File: config.mk
export PLATFORM = sky130hd
export DESIGN_NAME = three_class_priority_queue_server_core
export DESIGN_NICKNAME = d
export VERILOG_FILES = /design/src/design/tcpq_pkg.sv /design/src/design/tcpq_datapath.sv /design/src/design/tcpq_ctrl.sv /design/src/design/three_class_priority_queue_server_core.sv
export SDC_FILE = /design/constraint.sdc
export NUM_CORES = 1
export LEC_CHECK = 0
export ABC_CLOCK_PERIOD_IN_PS = 14700
export BUFFER_PORTS_ARGS = -buffer_cell sky130_fd_sc_hd__clkbuf_2
export CAP_MARGIN = 0
export CORE_MARGIN = 2
export CORE_UTILIZATION = 65
export CTS_CLUSTER_SIZE = 14
export DETAILED_ROUTE_END_ITERATION = 16
export PLACE_DENSITY = 0.87
export RECOVER_POWER = 25
export SLEW_MARGIN = 15
export SYNTH_ARGS = -nofsm -noshare
export SYNTH_HDL_FRONTEND = slang
export SYNTH_SLANG_ARGS = --single-unit
File: constraint.sdc
create_clock -name clk -period 14.7 [get_ports clk]
set_input_delay 2.205 -clock clk [delete_from_list [all_inputs] [get_ports clk]]
set_output_delay 2.205 -clock clk [all_outputs]
set_load 0.02 [all_outputs]
File: src/design/tcpq_pkg.sv
// shared types and codes of the three-class priority queue server
// no dependencies
package tcpq_pkg;

  localparam logic OP_ENQUEUE = 1'b0;
  localparam logic OP_SERVE   = 1'b1;

  localparam logic [1:0] ST_ACCEPTED = 2'd0;
  localparam logic [1:0] ST_DROPPED  = 2'd1;
  localparam logic [1:0] ST_SERVED   = 2'd2;
  localparam logic [1:0] ST_EMPTY    = 2'd3;

  localparam logic [1:0] CLASS_NONE = 2'd0;
  localparam logic [1:0] CLASS_HI   = 2'd1;
  localparam logic [1:0] CLASS_MID  = 2'd2;
  localparam logic [1:0] CLASS_LO   = 2'd3;

  localparam int NUM_CLASSES = 3;

  typedef struct packed {
    logic        opcode;
    logic [1:0]  entry_class;
    logic [2:0]  service_time;
    logic [15:0] arrival_time;
  } req_t;

  typedef struct packed {
    logic [1:0]  status;
    logic [1:0]  item_class;
    logic [2:0]  item_service_time;
    logic [15:0] wait_time;
    logic [15:0] finish_time;
    logic [3:0]  occupancy;
    logic [15:0] class_drop_count;
    logic [15:0] class_served_count;
    logic [31:0] class_wait_sum;
  } rsp_t;

  // controller to datapath commands
  typedef struct packed {
    logic load;    // capture item and pick the best waiting entry
    logic commit;  // update queue state and load the result register
  } cmd_t;

endpackage

File: src/design/tcpq_datapath.sv
// queue cells, pick logic, server clock and per-class counters
// depends on tcpq_pkg
module tcpq_datapath #(
  parameter int QUEUE_DEPTH = 8
) (
  input  logic           clk,
  input  logic           rst,
  input  tcpq_pkg::cmd_t cmd,
  input  tcpq_pkg::req_t req,
  output tcpq_pkg::rsp_t rsp
);

  localparam int CW = $clog2(QUEUE_DEPTH + 1);
  localparam int CI = $clog2(tcpq_pkg::NUM_CLASSES);

  // queue cells in arrival order
  logic [1:0]  slot_class   [QUEUE_DEPTH];
  logic [2:0]  slot_service [QUEUE_DEPTH];
  logic [15:0] slot_arrival [QUEUE_DEPTH];
  logic [CW-1:0] waiting_count;
  logic [15:0]   server_time;
  logic [15:0]   drops_per_class    [tcpq_pkg::NUM_CLASSES];
  logic [15:0]   served_per_class   [tcpq_pkg::NUM_CLASSES];
  logic [31:0]   wait_sum_per_class [tcpq_pkg::NUM_CLASSES];

  // captured item and pick
  logic                   op_r;
  logic [1:0]             cls_r;
  logic [2:0]             svc_r;
  logic [15:0]            arr_r;
  logic [QUEUE_DEPTH-1:0] shift_r;
  logic [1:0]             p_cls_r;
  logic [2:0]             p_svc_r;
  logic [15:0]            p_arr_r;

  // pick logic
  logic [QUEUE_DEPTH-1:0] hit_hi, hit_mid, hit_lo, cand, pick_oh;
  logic [1:0]  p_cls;
  logic [2:0]  p_svc;
  logic [15:0] p_arr;

  always_comb begin
    for (int i = 0; i < QUEUE_DEPTH; i++) begin
      hit_hi[i]  = (CW'(i) < waiting_count) && (slot_class[i] == tcpq_pkg::CLASS_HI);
      hit_mid[i] = (CW'(i) < waiting_count) && (slot_class[i] == tcpq_pkg::CLASS_MID);
      hit_lo[i]  = (CW'(i) < waiting_count) && (slot_class[i] == tcpq_pkg::CLASS_LO);
    end
    if (|hit_hi) begin
      cand = hit_hi;
    end else if (|hit_mid) begin
      cand = hit_mid;
    end else begin
      cand = hit_lo;
    end
    // oldest candidate
    pick_oh = cand & (~cand + QUEUE_DEPTH'(1));
    p_cls = '0;
    p_svc = '0;
    p_arr = '0;
    for (int i = 0; i < QUEUE_DEPTH; i++) begin
      p_cls = p_cls | ({2{pick_oh[i]}} & slot_class[i]);
      p_svc = p_svc | ({3{pick_oh[i]}} & slot_service[i]);
      p_arr = p_arr | ({16{pick_oh[i]}} & slot_arrival[i]);
    end
  end

  always_ff @(posedge clk) begin
    if (cmd.load) begin
      op_r    <= req.opcode;
      cls_r   <= req.entry_class;
      svc_r   <= req.service_time;
      arr_r   <= req.arrival_time;
      // cells at and above the pick take their upper neighbor
      shift_r <= ~(pick_oh - QUEUE_DEPTH'(1));
      p_cls_r <= p_cls;
      p_svc_r <= p_svc;
      p_arr_r <= p_arr;
    end
  end

  // commit logic
  logic          is_enq, cls_ok, q_empty, q_full;
  logic          enq_ok, drop_cls, srv_ok;
  logic [1:0]    res_cls, res_status;
  logic [CI-1:0] cidx;
  logic [15:0]   start, wait_t, fin;
  logic [16:0]   fin_sum;
  logic [32:0]   wsum_sum;
  logic [15:0]   drop_new, served_new;
  logic [31:0]   wsum_new;
  logic [CW-1:0] count_next;
  logic [15:0]   server_time_next;

  always_comb begin
    is_enq   = (op_r == tcpq_pkg::OP_ENQUEUE);
    cls_ok   = (cls_r != tcpq_pkg::CLASS_NONE);
    q_empty  = (waiting_count == '0);
    q_full   = (waiting_count == CW'(QUEUE_DEPTH));
    enq_ok   = is_enq && cls_ok && !q_full;
    drop_cls = is_enq && cls_ok && q_full;
    srv_ok   = !is_enq && !q_empty;

    if (is_enq) begin
      res_cls    = cls_r;
      res_status = enq_ok ? tcpq_pkg::ST_ACCEPTED : tcpq_pkg::ST_DROPPED;
    end else if (q_empty) begin
      res_cls    = tcpq_pkg::CLASS_NONE;
      res_status = tcpq_pkg::ST_EMPTY;
    end else begin
      res_cls    = p_cls_r;
      res_status = tcpq_pkg::ST_SERVED;
    end
    cidx = CI'(res_cls - 2'd1);

    start   = (server_time > p_arr_r) ? server_time : p_arr_r;
    wait_t  = start - p_arr_r;
    fin_sum = {1'b0, start} + 17'(p_svc_r);
    fin     = fin_sum[16] ? 16'hFFFF : fin_sum[15:0];

    drop_new   = drops_per_class[cidx];
    served_new = served_per_class[cidx];
    wsum_new   = wait_sum_per_class[cidx];
    wsum_sum   = {1'b0, wait_sum_per_class[cidx]} + 33'(wait_t);
    if (drop_cls && (drop_new != 16'hFFFF)) begin
      drop_new = drop_new + 16'd1;
    end
    if (srv_ok) begin
      if (served_new != 16'hFFFF) begin
        served_new = served_new + 16'd1;
      end
      wsum_new = wsum_sum[32] ? 32'hFFFF_FFFF : wsum_sum[31:0];
    end

    count_next       = waiting_count;
    server_time_next = server_time;
    if (enq_ok) begin
      count_next = waiting_count + CW'(1);
    end else if (srv_ok) begin
      count_next       = waiting_count - CW'(1);
      server_time_next = fin;
    end
  end

  // state registers
  always_ff @(posedge clk) begin
    if (rst) begin
      waiting_count <= '0;
      server_time   <= '0;
      for (int c = 0; c < tcpq_pkg::NUM_CLASSES; c++) begin
        drops_per_class[c]    <= '0;
        served_per_class[c]   <= '0;
        wait_sum_per_class[c] <= '0;
      end
    end else if (cmd.commit) begin
      waiting_count <= count_next;
      server_time   <= server_time_next;
      if (drop_cls) begin
        drops_per_class[cidx] <= drop_new;
      end
      if (srv_ok) begin
        served_per_class[cidx]   <= served_new;
        wait_sum_per_class[cidx] <= wsum_new;
      end
    end
  end

  // cells: write at the tail, close the gap on serve
  for (genvar g = 0; g < QUEUE_DEPTH; g++) begin : g_cell
    if (g < QUEUE_DEPTH - 1) begin : g_mid
      always_ff @(posedge clk) begin
        if (cmd.commit && enq_ok && (waiting_count == CW'(g))) begin
          slot_class[g]   <= cls_r;
          slot_service[g] <= svc_r;
          slot_arrival[g] <= arr_r;
        end else if (cmd.commit && srv_ok && shift_r[g]) begin
          slot_class[g]   <= slot_class[g+1];
          slot_service[g] <= slot_service[g+1];
          slot_arrival[g] <= slot_arrival[g+1];
        end
      end
    end else begin : g_top
      always_ff @(posedge clk) begin
        if (cmd.commit && enq_ok && (waiting_count == CW'(g))) begin
          slot_class[g]   <= cls_r;
          slot_service[g] <= svc_r;
          slot_arrival[g] <= arr_r;
        end
      end
    end
  end

  // result register
  always_ff @(posedge clk) begin
    if (cmd.commit) begin
      rsp.status            <= res_status;
      rsp.item_class        <= res_cls;
      rsp.item_service_time <= srv_ok ? p_svc_r : 3'd0;
      rsp.wait_time         <= srv_ok ? wait_t : 16'd0;
      rsp.finish_time       <= server_time_next;
      rsp.occupancy         <= 4'(count_next);
      if (res_cls == tcpq_pkg::CLASS_NONE) begin
        rsp.class_drop_count   <= '0;
        rsp.class_served_count <= '0;
        rsp.class_wait_sum     <= '0;
      end else begin
        rsp.class_drop_count   <= drop_new;
        rsp.class_served_count <= served_new;
        rsp.class_wait_sum     <= wsum_new;
      end
    end
  end

endmodule

File: src/design/tcpq_ctrl.sv
// two-state controller: capture an item, then commit it when the result slot is free
// depends on tcpq_pkg
module tcpq_ctrl (
  input  logic           clk,
  input  logic           rst,
  input  logic           req_valid,
  output logic           req_stall,
  output logic           rsp_valid,
  input  logic           rsp_stall,
  output tcpq_pkg::cmd_t cmd
);

  typedef enum logic {S_IDLE, S_COMMIT} state_t;

  state_t state;

  always_comb begin
    cmd.load   = req_valid && !req_stall;
    cmd.commit = (state == S_COMMIT) && (!rsp_valid || !rsp_stall);
  end

  always_ff @(posedge clk) begin
    if (rst) begin
      state     <= S_IDLE;
      req_stall <= 1'b0;
      rsp_valid <= 1'b0;
    end else begin
      case (state)
        S_IDLE: begin
          if (cmd.load) begin
            state     <= S_COMMIT;
            req_stall <= 1'b1;
          end
        end
        S_COMMIT: begin
          if (cmd.commit) begin
            state     <= S_IDLE;
            req_stall <= 1'b0;
          end
        end
        default: begin
          state     <= S_IDLE;
          req_stall <= 1'b0;
        end
      endcase
      if (cmd.commit) begin
        rsp_valid <= 1'b1;
      end else if (!rsp_stall) begin
        rsp_valid <= 1'b0;
      end
    end
  end

endmodule

File: src/design/three_class_priority_queue_server_core.sv
// top level of the three-class strict priority queue server
// depends on tcpq_pkg, tcpq_ctrl, tcpq_datapath
//
//   channel | valid     | stall     | payload
//   --------+-----------+-----------+----------------------------
//   request | req_valid | req_stall | req (tcpq_pkg::req_t)
//   result  | rsp_valid | rsp_stall | rsp (tcpq_pkg::rsp_t)
//
// for each item, the accept edge captures it and registers the
//   pick of the oldest best-class entry; the commit edge then applies the update
// the commit waits while a prior result is held by rsp_stall; meanwhile
//   req_stall stays high, so at most one item is in flight
// one result per item, in order; the result register frees when taken
// rst is synchronous: queue empty, server time and all class counters zero
module three_class_priority_queue_server_core #(
  parameter int QUEUE_DEPTH = 8
) (
  input  logic           clk,
  input  logic           rst,
  input  logic           req_valid,
  output logic           req_stall,
  input  tcpq_pkg::req_t req,
  output logic           rsp_valid,
  input  logic           rsp_stall,
  output tcpq_pkg::rsp_t rsp
);

  // commands from the controller to the datapath
  tcpq_pkg::cmd_t cmd;

  // sequencing and handshake
  tcpq_ctrl u_ctrl (
    .clk       (clk),
    .rst       (rst),
    .req_valid (req_valid),
    .req_stall (req_stall),
    .rsp_valid (rsp_valid),
    .rsp_stall (rsp_stall),
    .cmd       (cmd)
  );

  // queue cells, server clock, class counters and result register
  tcpq_datapath #(
    .QUEUE_DEPTH (QUEUE_DEPTH)
  ) u_dp (
    .clk (clk),
    .rst (rst),
    .cmd (cmd),
    .req (req),
    .rsp (rsp)
  );

endmodule

==> metrics <==
outcome complete, but fails checks; failing checks capacitance limit, slew limit; grt total ovfl 0; layout cells sized above 1 0.161; Post-Syn Nets 2378; fraction of registers with async set/reset 0; Nets 2497; crit path launch rsp_stall; I/O pin cnt 135; CP required 15010 ps; Root Buffer clkbuf_16; hold_sp u_ctrl.state; Core Box Area 45100 um2; routed len/inst 24.5 um; first-pass GRT wire length 115 mm; slowest stage delay, CP 2050 ps; clock buffer depth 3; most frequent cells in the layout edfxtp_1, nor2_1, nand2_1; Critical Path Start Type input pin; setup fix buffers added after clock tree synthesis 0; Pins Over Slew Limit 293; post-detail-place hpwl 46.4 mm; Setup WS post-layout 6570 ps; WHS 469 ps; Final Skew 31.0 ps; number of global-route vias before repair 20500; Die W 217 um; Iter 0 DRT Violations 2228; CP max stage cell clkinvlp_2; Max Clock Freq 123 MHz; Worst Hold Class reg -> reg; Unique masters post-synth 97; CTS tree built; total CTS buffers 59; register area share after synthesis 0.607; CTS Hold Bufs 0; Final Cycle Share 0.553; crit-path cells clkbuf_2, nand2_1, nand2_1, clkbuf_1, clkinvlp_2, nand2_1, nor2_1, nand2_1, buf_4, nand2b_2, buf_4; Pleak 11.8 nW; simple-gate portion of the synthesized area 0.112; Synth Area in Compound Gates 0.0919; clock sink count 604; Critical Path Sink u_dp.wait_sum_per_class[2][16]; mapped cell area 29500 um2; Die Ht 217 um; adder-cell share of the synthesized area 0.0270; Vias 20400; largest net degree at the start of global routing 69; worst reg-to-reg setup slack 7230 ps; design area 32500 um2; Least-Margin Pin Slew 3200 ps; synthesis-stage register bit count 604; most common cell after layout, fill and taps aside edfxtp_1; drt first pass iters 6; Crit path top cell by count nand2_1; average cell area after synthesis 12.9 um2; area of the die 47100 um2; worst skew pair latency 640 ps; RSZ-0062 raised after global routing no; placed instance area 30800 um2; routed wire length 74.9 mm; Slew headroom -1.14; PortBufs 134; Placer Congestion 0.939; critical path data arrival time 8440 ps; post-synthesis mux area share 0.108; largest family of logic cells by synthesized area simple AND/OR/NAND/NOR gates; FP Rows 78; Power Density 136 nW/um2; Post-synth EDFFs 581; final hold viol count 0; synth warn 0; initial antenna violation count 6; dominant synthesized flop cell edfxtp_1; via-per-instance ratio 6.66; post-cts sizing count 0; cells after synthesis 2291; Area Overhead vs Synth 10.2%; H-Tree Depth 2; drc violations 0; critical path class in -> reg; Initial Util 0.655; All-Layer GR Usage 0.316; Reg-to-Reg End u_dp.wait_sum_per_class[0][4]; Reg2Reg Depth 25; Reg-to-Reg Start u_dp.p_arr_r[14]; fin crit period 8130 ps; Peak VDD IR 0.000118 V; Post-DRT Antenna Nets 0; dpl ws 7440 ps; CP Capture Type register; max-cap violations 7; Reg clk slew, reported paths 60 ps; final setup fails 0; setup_tns 0 ps; Post-Synth XOR/XNOR Area 0.0218; crit-path max FO 48
-- cell type report --
class	count	area (um2)
Sequential cell	604	17900
Fill cell	2962	12600
Multi-Input combinational cell	1453	10700
Clock buffer	76	1550
Timing Repair Buffer	167	764
Tap cell	600	751
Inverter	125	470
Clock inverter	34	323
Antenna cell	3	7.51
-- registers in the layout, indices dropped and copies added, names as in the netlist --
| register | flops |
|---|---|
| u_dp.slot_arrival | 128 |
| u_dp.wait_sum_per_class | 128 |
| u_dp.rsp | 107 |
| u_dp.drops_per_class | 64 |
| u_dp.served_per_class | 64 |
| u_dp.slot_service | 24 |
| u_dp.arr_r | 16 |
| u_dp.p_arr_r | 16 |
| u_dp.server_time | 16 |
| u_dp.slot_class | 16 |
| u_dp.shift_r | 7 |
| u_dp.waiting_count | 4 |
| u_dp.p_svc_r | 3 |
| u_dp.svc_r | 3 |
| u_dp.cls_r | 2 |
| u_dp.p_cls_r | 2 |
| u_ctrl.req_stall | 1 |
| u_ctrl.rsp_valid | 1 |
| u_ctrl.state | 1 |
| u_dp.op_r | 1 |
-- synthesized netlist by cell type (all sizes together), types with 4 or more instances --
library cell / number / area, um2
nand3b: 9 / 67.6
nand4: 22 / 144
ha: 58 / 726
o21bai: 7 / 52.6
a21o: 20 / 150
o22ai: 9 / 56.3
nor3: 48 / 262
dfxtp: 23 / 460
a31oi: 28 / 190
mux4: 63 / 1420
buf: 26 / 174
and3: 19 / 125
o21a: 8 / 60.1
and4: 5 / 43.8
nor2b: 40 / 250
o31ai: 14 / 105
o31a: 4 / 35.0
or3: 8 / 55.1
edfxtp: 581 / 17400
o211ai: 32 / 245
and2: 19 / 119
mux2i: 24 / 240
nor4: 13 / 87.6
o21ai: 67 / 343
xnor2: 40 / 358
nand2: 160 / 608
xor2: 30 / 263
a41oi: 6 / 60.1
or2: 11 / 68.8
clkbuf: 83 / 312
mux2: 136 / 1530
nand3: 28 / 140
nor2: 290 / 1100
inv: 125 / 469
a221o: 41 / 410
nand2b: 19 / 119
a211oi: 19 / 148
a21oi: 107 / 547
-- critical path: cells and delay by family --
| family | cells | cell delay (ps) |
|---|---|---|
| and+or+nand+nor | 6 | 2300 |
| buffers and inverters | 5 | 3790 |
-- layer usage --
layer | global-route usage | up-vias | wire length, um
met5 | 0 | - | 0
met4 | 0.130 | 0 | 2880
met3 | 0.0616 | 222 | 7400
met2 | 0.521 | 1239 | 36800
met1 | 0.416 | 10100 | 27800
li1 | - | 8860 | -
-- how the worst min path moves through the flow --
stage / endpoint / cells after the start
floorplan: u_dp.rsp[106] / 0
global placement: u_ctrl.rsp_valid / 2
detailed placement: u_ctrl.rsp_valid / 2
CTS: u_ctrl.rsp_valid / 2
global route: u_ctrl.rsp_valid / 2
finish: u_ctrl.rsp_valid / 2
-- power by group --
| group | internal [mW] | switching (mW) | total [mW] |
|---|---|---|---|
| Sequential | 1.99 | 0.0416 | 2.03 |
| Clock | 0.835 | 0.662 | 1.50 |
| Combinational | 0.310 | 0.584 | 0.894 |
-- per-stage QoR --
stage / std cells / utilization / power (mW)
after global placement: 2949 / 0.683 / 2.90
after global routing: 3059 / 0.721 / 4.57
after floorplan: 2291 / - / 2.69
after CTS: 3059 / 0.725 / 4.41
after detailed placement: 2949 / 0.683 / 2.94
final: 3062 / 0.721 / 4.42
-- kinds of logic (layout without fill, tap and decap cells) --
family                     Yosys count  after routing
muxes                              223            223
AOI/OAI and AO/OA                  392            392
buffers and inverters              234            402
adders and majority gates           62             62
other                                0              3
and+or+nand+nor                    705            705
xor gates and xnor gates            71             71
DFF                                604            604
(Power assumes the default switching activity.)
